[src/rtl/wsd_pkg.sv]
// ----------------------------------------------------------------------------
// wsd_pkg
// Shared types and constants for the WebSocket frame deframer.
// ----------------------------------------------------------------------------
package wsd_pkg;

  typedef enum logic [2:0] {
    PH_HDR0    = 3'd0,
    PH_HDR1    = 3'd1,
    PH_EXTLEN  = 3'd2,
    PH_MASK    = 3'd3,
    PH_PAYLOAD = 3'd4,
    PH_CLOSED  = 3'd5
  } phase_t;

  localparam logic [3:0] OP_TEXT   = 4'h1;
  localparam logic [3:0] OP_BINARY = 4'h2;
  localparam logic [3:0] OP_CLOSE  = 4'h8;

  localparam logic [6:0] LEN_CODE16 = 7'd126;
  localparam logic [6:0] LEN_CODE64 = 7'd127;

  // header byte counts; the 64-bit length uses 8, which wraps to 0 in 3 bits
  localparam logic [2:0] EXT16_BYTES    = 3'd2;
  localparam logic [2:0] EXT64_BYTES    = 3'd0;
  localparam logic [2:0] MASK_KEY_BYTES = 3'd4;

  typedef struct packed {
    logic [7:0] payload_byte;
    logic       data_valid;
    logic       binary_msg;
    logic       end_of_message;
    logic       closed_event;
  } result_t;

endpackage

[src/rtl/wsd_parser.sv]
// ----------------------------------------------------------------------------
// wsd_parser
// Frame header/payload state machine; one word per cycle while fire is high;
// result is produced combinationally for the output buffer to register.
// ----------------------------------------------------------------------------
module wsd_parser (
  input  logic             clk,
  input  logic             rst,
  input  logic             fire,
  input  logic [7:0]       rx_byte,
  input  logic             link_down,
  output logic             res_wr,
  output wsd_pkg::result_t res
);

  wsd_pkg::phase_t phase, phase_next;
  logic [3:0]  frame_opcode, frame_opcode_next;
  logic        mask_present, mask_present_next;
  logic [2:0]  header_byte_count, header_byte_count_next;
  logic [63:0] bytes_remaining, bytes_remaining_next;
  logic [31:0] mask_key, mask_key_next;
  logic [1:0]  mask_position, mask_position_next;

  // shared decode
  logic        active;
  logic        is_data, is_bin, is_close;
  logic [2:0]  cnt_dec;
  logic [63:0] ext_len;
  logic [63:0] rem_dec;
  logic        pay_eom;
  logic        len_done;
  logic [63:0] len_val;
  logic        start;
  logic [63:0] start_len;
  logic        start_empty;
  logic [7:0]  key_byte;

  always_comb begin
    active   = fire && !link_down;
    is_bin   = frame_opcode == wsd_pkg::OP_BINARY;
    is_data  = (frame_opcode == wsd_pkg::OP_TEXT) || is_bin;
    is_close = frame_opcode == wsd_pkg::OP_CLOSE;
    cnt_dec  = header_byte_count - 3'd1;
    ext_len  = {bytes_remaining[55:0], rx_byte};
    rem_dec  = bytes_remaining - 64'd1;
    pay_eom  = rem_dec == 64'd0;
    len_done = 1'b0;
    len_val  = 64'd0;
    start    = 1'b0;
    start_len = bytes_remaining;
    case (phase)
      wsd_pkg::PH_HDR1: begin
        if ((rx_byte[6:0] != wsd_pkg::LEN_CODE16) &&
            (rx_byte[6:0] != wsd_pkg::LEN_CODE64)) begin
          len_done = active;
          len_val  = {57'd0, rx_byte[6:0]};
        end
      end
      wsd_pkg::PH_EXTLEN: begin
        len_done = active && (cnt_dec == 3'd0);
        len_val  = ext_len;
      end
      wsd_pkg::PH_MASK: begin
        start     = active && (cnt_dec == 3'd0);
        start_len = bytes_remaining;
      end
      default: begin
      end
    endcase
    if (len_done && !mask_present_next) begin
      start     = 1'b1;
      start_len = len_val;
    end
    start_empty = start && (start_len == 64'd0);
    case (mask_position)
      2'd0:    key_byte = mask_key[31:24];
      2'd1:    key_byte = mask_key[23:16];
      2'd2:    key_byte = mask_key[15:8];
      default: key_byte = mask_key[7:0];
    endcase
    if (!mask_present) key_byte = 8'd0;
  end

  // next state
  always_comb begin
    phase_next             = phase;
    frame_opcode_next      = frame_opcode;
    mask_present_next      = mask_present;
    header_byte_count_next = header_byte_count;
    bytes_remaining_next   = bytes_remaining;
    mask_key_next          = mask_key;
    mask_position_next     = mask_position;
    if (fire && link_down && (phase <= wsd_pkg::PH_PAYLOAD)) begin
      phase_next = wsd_pkg::PH_CLOSED;
    end else if (active) begin
      case (phase)
        wsd_pkg::PH_HDR0: begin
          frame_opcode_next = rx_byte[3:0];
          phase_next        = wsd_pkg::PH_HDR1;
        end
        wsd_pkg::PH_HDR1: begin
          mask_present_next = rx_byte[7];
          mask_key_next     = 32'd0;
          if (rx_byte[6:0] == wsd_pkg::LEN_CODE16) begin
            bytes_remaining_next   = 64'd0;
            header_byte_count_next = wsd_pkg::EXT16_BYTES;
            phase_next             = wsd_pkg::PH_EXTLEN;
          end else if (rx_byte[6:0] == wsd_pkg::LEN_CODE64) begin
            bytes_remaining_next   = 64'd0;
            header_byte_count_next = wsd_pkg::EXT64_BYTES;
            phase_next             = wsd_pkg::PH_EXTLEN;
          end else begin
            bytes_remaining_next = len_val;
          end
        end
        wsd_pkg::PH_EXTLEN: begin
          bytes_remaining_next   = ext_len;
          header_byte_count_next = cnt_dec;
        end
        wsd_pkg::PH_MASK: begin
          mask_key_next          = {mask_key[23:0], rx_byte};
          header_byte_count_next = cnt_dec;
        end
        wsd_pkg::PH_PAYLOAD: begin
          mask_position_next   = mask_position + 2'd1;
          bytes_remaining_next = rem_dec;
          if (pay_eom) begin
            phase_next = is_close ? wsd_pkg::PH_CLOSED : wsd_pkg::PH_HDR0;
          end
        end
        default: begin
        end
      endcase
      if (len_done && mask_present_next) begin
        header_byte_count_next = wsd_pkg::MASK_KEY_BYTES;
        phase_next             = wsd_pkg::PH_MASK;
      end
      if (start) begin
        mask_position_next = 2'd0;
        if (start_len != 64'd0) begin
          phase_next = wsd_pkg::PH_PAYLOAD;
        end else if (is_close) begin
          phase_next = wsd_pkg::PH_CLOSED;
        end else begin
          phase_next = wsd_pkg::PH_HDR0;
        end
      end
    end
  end

  // result
  always_comb begin
    res_wr = 1'b0;
    res    = '0;
    if (fire && (phase <= wsd_pkg::PH_PAYLOAD)) begin
      if (link_down) begin
        res_wr           = 1'b1;
        res.closed_event = 1'b1;
      end else if (start_empty) begin
        if (is_data) begin
          res_wr             = 1'b1;
          res.binary_msg     = is_bin;
          res.end_of_message = 1'b1;
        end else if (is_close) begin
          res_wr           = 1'b1;
          res.closed_event = 1'b1;
        end
      end else if (phase == wsd_pkg::PH_PAYLOAD) begin
        if (is_data) begin
          res_wr             = 1'b1;
          res.payload_byte   = rx_byte ^ key_byte;
          res.data_valid     = 1'b1;
          res.binary_msg     = is_bin;
          res.end_of_message = pay_eom;
        end else if (is_close && pay_eom) begin
          res_wr           = 1'b1;
          res.closed_event = 1'b1;
        end
      end
    end
  end

  always_ff @(posedge clk) begin
    if (rst) begin
      phase             <= wsd_pkg::PH_HDR0;
      frame_opcode      <= 4'd0;
      mask_present      <= 1'b0;
      header_byte_count <= 3'd0;
      bytes_remaining   <= 64'd0;
      mask_key          <= 32'd0;
      mask_position     <= 2'd0;
    end else begin
      phase             <= phase_next;
      frame_opcode      <= frame_opcode_next;
      mask_present      <= mask_present_next;
      header_byte_count <= header_byte_count_next;
      bytes_remaining   <= bytes_remaining_next;
      mask_key          <= mask_key_next;
      mask_position     <= mask_position_next;
    end
  end

endmodule

[src/rtl/wsd_outbuf.sv]
// ----------------------------------------------------------------------------
// wsd_outbuf
// Output register with one skid entry; full holds off the input side.
// ----------------------------------------------------------------------------
module wsd_outbuf (
  input  logic             clk,
  input  logic             rst,
  input  logic             wr,
  input  wsd_pkg::result_t wr_res,
  input  logic             out_stall,
  output logic             out_valid,
  output wsd_pkg::result_t out_res,
  output logic             full
);

  wsd_pkg::result_t skid_res;
  logic             skid_valid;

  assign full = skid_valid;

  always_ff @(posedge clk) begin
    if (rst) begin
      out_valid  <= 1'b0;
      skid_valid <= 1'b0;
    end else if (!out_valid || !out_stall) begin
      if (skid_valid) begin
        out_valid  <= 1'b1;
        skid_valid <= 1'b0;
      end else begin
        out_valid <= wr;
      end
    end else if (wr) begin
      skid_valid <= 1'b1;
    end
  end

  always_ff @(posedge clk) begin
    if (!out_valid || !out_stall) begin
      if (skid_valid) begin
        out_res <= skid_res;
      end else if (wr) begin
        out_res <= wr_res;
      end
    end else if (wr) begin
      skid_res <= wr_res;
    end
  end

endmodule

[src/rtl/websocket_frame_deframer.sv]
// ----------------------------------------------------------------------------
// websocket_frame_deframer
// A word's result is registered in the output register, or in the skid entry
//   while the output stalls. Throughput: one word per cycle unless in_stall.
// The input stalls only while the skid entry holds a result behind a stalled
//   output. Reset (rst, synchronous) returns the parser to the first header
//   byte and empties the output register and skid entry.
// ----------------------------------------------------------------------------
module websocket_frame_deframer (
  input  logic       clk,
  input  logic       rst,
  input  logic       in_valid,
  output logic       in_stall,
  input  logic [7:0] rx_byte,
  input  logic       link_down,
  output logic       out_valid,
  input  logic       out_stall,
  output logic [7:0] payload_byte,
  output logic       data_valid,
  output logic       binary_msg,
  output logic       end_of_message,
  output logic       closed_event
);

  logic             fire;
  logic             res_wr;
  logic             buf_full;
  wsd_pkg::result_t res;
  wsd_pkg::result_t out_res;

  // stall only when the skid entry is taken; any word may then produce a result
  assign in_stall = buf_full;
  assign fire     = in_valid && !in_stall;

  // header parse, length countdown and unmasking
  wsd_parser u_parser (
    .clk       (clk),
    .rst       (rst),
    .fire      (fire),
    .rx_byte   (rx_byte),
    .link_down (link_down),
    .res_wr    (res_wr),
    .res       (res)
  );

  // result register plus skid entry
  wsd_outbuf u_outbuf (
    .clk       (clk),
    .rst       (rst),
    .wr        (res_wr),
    .wr_res    (res),
    .out_stall (out_stall),
    .out_valid (out_valid),
    .out_res   (out_res),
    .full      (buf_full)
  );

  assign payload_byte   = out_res.payload_byte;
  assign data_valid     = out_res.data_valid;
  assign binary_msg     = out_res.binary_msg;
  assign end_of_message = out_res.end_of_message;
  assign closed_event   = out_res.closed_event;

endmodule
[config.mk]
export PLATFORM = sky130hd
export DESIGN_NAME = websocket_frame_deframer
export DESIGN_NICKNAME = d
export VERILOG_FILES = /design/src/rtl/wsd_pkg.sv /design/src/rtl/wsd_parser.sv /design/src/rtl/wsd_outbuf.sv /design/src/rtl/websocket_frame_deframer.sv
export SDC_FILE = /design/constraint.sdc
export NUM_CORES = 1
export LEC_CHECK = 0
export ABC_AREA = 1
export BUFFER_PORTS_ARGS = -buffer_cell sky130_fd_sc_hd__buf_2
export CAP_MARGIN = 20
export CORE_UTILIZATION = 62
export DETAILED_ROUTE_END_ITERATION = 12
export PLACE_DENSITY = 0.84
export SKIP_CTS_REPAIR_TIMING = 1
export SLEW_MARGIN = 20
export SYNTH_ARGS = -nofsm -noshare
export SYNTH_HDL_FRONTEND = slang
export SYNTH_SLANG_ARGS = --single-unit
[constraint.sdc]
create_clock -name clk -period 5.04 [get_ports clk]
set_clock_uncertainty 0.2 [all_clocks]
set_input_delay 1.26 -clock clk [delete_from_list [all_inputs] [get_ports clk]]
set_output_delay 1.26 -clock clk [all_outputs]
set_load 0.02 [all_outputs]
==> flow_metrics.py <==
metrics = {
    "run_status": {
        "status": "finished clean",
    },
    "timing": {
        "period_share": 0.767,
        "final_max_slew_viol_count": 0,
        "rsz0062_at_grt": "false",
        "worst_pin_slew_ns": 1.04,
        "final.setup.worst_slack_ns": 1.18,
        "hold_violations": 0,
        "finalSetupTns_ns": 0,
        "slew_headroom": 0.305,
        "finalSetupViolations": 0,
        "worst_hold_slack_ns": 0.267,
        "max_freq_ghz": 0.259,
        "period_needed_ns": 3.86,
    },
    "critical_path": {
        "crit_path_start_kind": "register",
        "critPathKind": "register to register",
        "rrSetupSlack_ns": 1.18,
        "required_ns": 4.92,
        "path_max_fanout": 13,
        "crit_arrival_ns": 3.74,
        "end_kind": "register",
    },
    "logic_synthesis": {
        "ys_ff_latch": 135,
        "synthSimpleGateAreaFrac": 0.400,
        "synth_compound_area_frac": 0.165,
        "synth_top_family_by_area": "simple AND/OR/NAND/NOR gates",
        "postSynthNetCount": 1455,
        "synth_cell_type_count": 46,
        "synthAdderAreaFrac": 0.0111,
        "yosys_warnings": 0,
        "syn_area_per_cell_sq_um": 6.31,
        "yosysSeqAreaShare": 0.325,
        "ys.flop_type": "dfxtp_1",
        "netlist_instances": 1434,
        "synth_edf_count": 24,
        "synth_area_sq_um": 9050,
        "synthMuxAreaShare": 0,
        "synth_xor_xnor_area_share": 0.0184,
        "synthArstFlopShare": 0,
    },
    "routing": {
        "drt_iter0_drc": 1514,
        "viasPerCell": 6.20,
        "wl_met3_mm": 3.23,
        "dr.pass1.iters": 7,
        "highest_layer": "met4",
        "drt-met1-wl_mm": 12.0,
        "drc_errors": 0,
        "vias": 10100,
        "wl_met2_mm": 12.6,
        "ant_nets": 0,
        "wl_per_cell_um": 17.6,
        "wl_mm": 28.5,
    },
    "final_layout": {
        "final_area_sq_um": 9820,
        "nNetsFinal": 1450,
        "layout_commonest_cell": "nand2_1",
        "fin_cells": 1622,
        "layout-drive-gt1-share": 0.0860,
        "antenna_cells": 0,
        "mostFrequentLayoutCells": "nand2_1, nor2_1, inv_1, a21oi_1, dfxtp_1",
        "areaGrowthSynthToFinish_pct": 8.55,
    },
    "power": {
        "ir_worst_vdd_uv": 290,
        "p_per_area_nw_per_um2": 390,
        "p_leak_uw": 0.00440,
    },
    "clocking": {
        "cts_buffers": 17,
        "worstSkewPairLatency_ns": 0.44,
        "cts_tree": "yes",
        "root_buffer": "clkbuf_16",
        "htreeDepth": 4,
        "clock-sinks": 135,
        "clk_pin_slew_ns": 0.06,
        "cts.path.max_buffers": 2,
    },
    "grt": {
        "track_usage": 0.385,
        "grt_pass1_vias": 8751,
        "overflow": 0,
        "antenna_found_initial": 0,
        "grt_pass1_wl_mm": 44.7,
        "grt_max_degree": 99,
    },
    "flow_run": {
        "maxCapViolations": 0,
    },
    "placed_design": {
        "gp_congestion": 0.995,
        "dpl.cell_count": 1590,
        "place_ws_ns": 1.21,
        "placed_area_sq_um": 9250,
        "io_buffer_count": 26,
        "place_hpwl_mm": 20.0,
    },
    "floorplan": {
        "rows": 43,
        "pin_count": 27,
        "die_h_um": 123,
        "die_area_sq_um": 15100,
        "die_x_um": 123,
        "core_sq_um": 14000,
        "initial_utilization": 0.644,
    },
    "worst_hold_path": {
        "hold_path_class": "register to register",
    },
}
[flip-flops by register name, summed over array words and instances, names as in the netlist]
signal                      cells
u_outbuf.out_valid              1
u_parser.frame_opcode           4
u_parser.mask_key              32
u_parser.mask_present           1
u_parser.bytes_remaining       64
u_outbuf.out_res               12
u_parser.phase                  3
u_parser.mask_position          2
u_outbuf.skid_res              12
u_outbuf.full                   1
u_parser.header_byte_count      3
[path summary, 6_finish.rpt]
kind                                    start                     to  depth (start not counted)
hold reg to reg         u_parser.mask_key[30]  u_parser.mask_key[30]                          2
hold / removal          u_parser.mask_key[30]  u_parser.mask_key[30]                          2
setup reg to reg  u_parser.bytes_remaining[0]    u_outbuf.out_res[1]                         18
setup / recovery  u_parser.bytes_remaining[0]    u_outbuf.out_res[1]                         18
[cell usage after synthesis (all sizes together) (5+ instances only)]
cell type / instances / area share
a21oi: 116 / 0.065
a221oi: 49 / 0.047
a31oi: 11 / 0.0083
buf: 13 / 0.0066
clkbuf: 45 / 0.019
dfxtp: 111 / 0.25
edfxtp: 24 / 0.080
ha: 8 / 0.011
inv: 132 / 0.055
nand2: 410 / 0.17
nand3: 110 / 0.062
nand4: 26 / 0.018
nor2: 272 / 0.13
nor3: 8 / 0.0050
o21ai: 49 / 0.027
o221a: 5 / 0.0062
xnor2: 7 / 0.0068
xor2: 12 / 0.012
[routing by layer]
| layer | GRT usage | vias to the layer above |
|---|---|---|
| met3 | 0.0822 | 91 |
| li1 | - | 4768 |
| met5 | 0 | - |
| met4 | 0.133 | 0 |
| met2 | 0.584 | 647 |
| met1 | 0.536 | 4556 |
[power breakdown]
| group | leakage (uW) | switching, uW | internal, uW |
|---|---|---|---|
| logic | 0.00299 | 1000 | 406 |
| registers | 0.00115 | 51.6 | 1140 |
| clock network | 0.000270 | 547 | 690 |
[metrics by stage]
step                      total power (uW)  utilization
after floorplan                       2210            -
after CTS                             3780        0.699
after global placement                2540        0.659
after global routing                  4020        0.699
final                                 3830        0.699
after detailed placement              2550        0.659
[kinds of logic after synthesis]
group	after synthesis
AO/OA/AOI/OAI	243
XOR/XNOR	19
adder cells (fa/ha/maj)	8
buffers and inverters	191
flip-flops	135
AND/OR/NAND/NOR	838
[critical path: stages (launching register included)]
cell and delay, ns:
dfxtp_1 0.33, inv_1 0.20, ha_1 0.26, nand2_2 0.17
nor2_4 0.33, nand2_1 0.17, o21ai_0 0.26, nand2_1 0.14
nor2_1 0.22, nand3_1 0.13, nor2_1 0.11, nand2_1 0.05
nor2_1 0.13, nand3_1 0.14, nand2_1 0.11, nand2_2 0.07
nand3_2 0.07, nand2_1 0.06, inv_1 0.35
[layout make-up]
class,count,area [sq um]
Timing Repair Buffer,34,190
Multi-Input combinational cell,1108,5390
Clock buffer,17,425
Clock inverter,15,144
Tap cell,180,225
Fill cell,1236,4220
Inverter,133,499
Sequential cell,135,2940
Power figures use the tool's default switching activity.
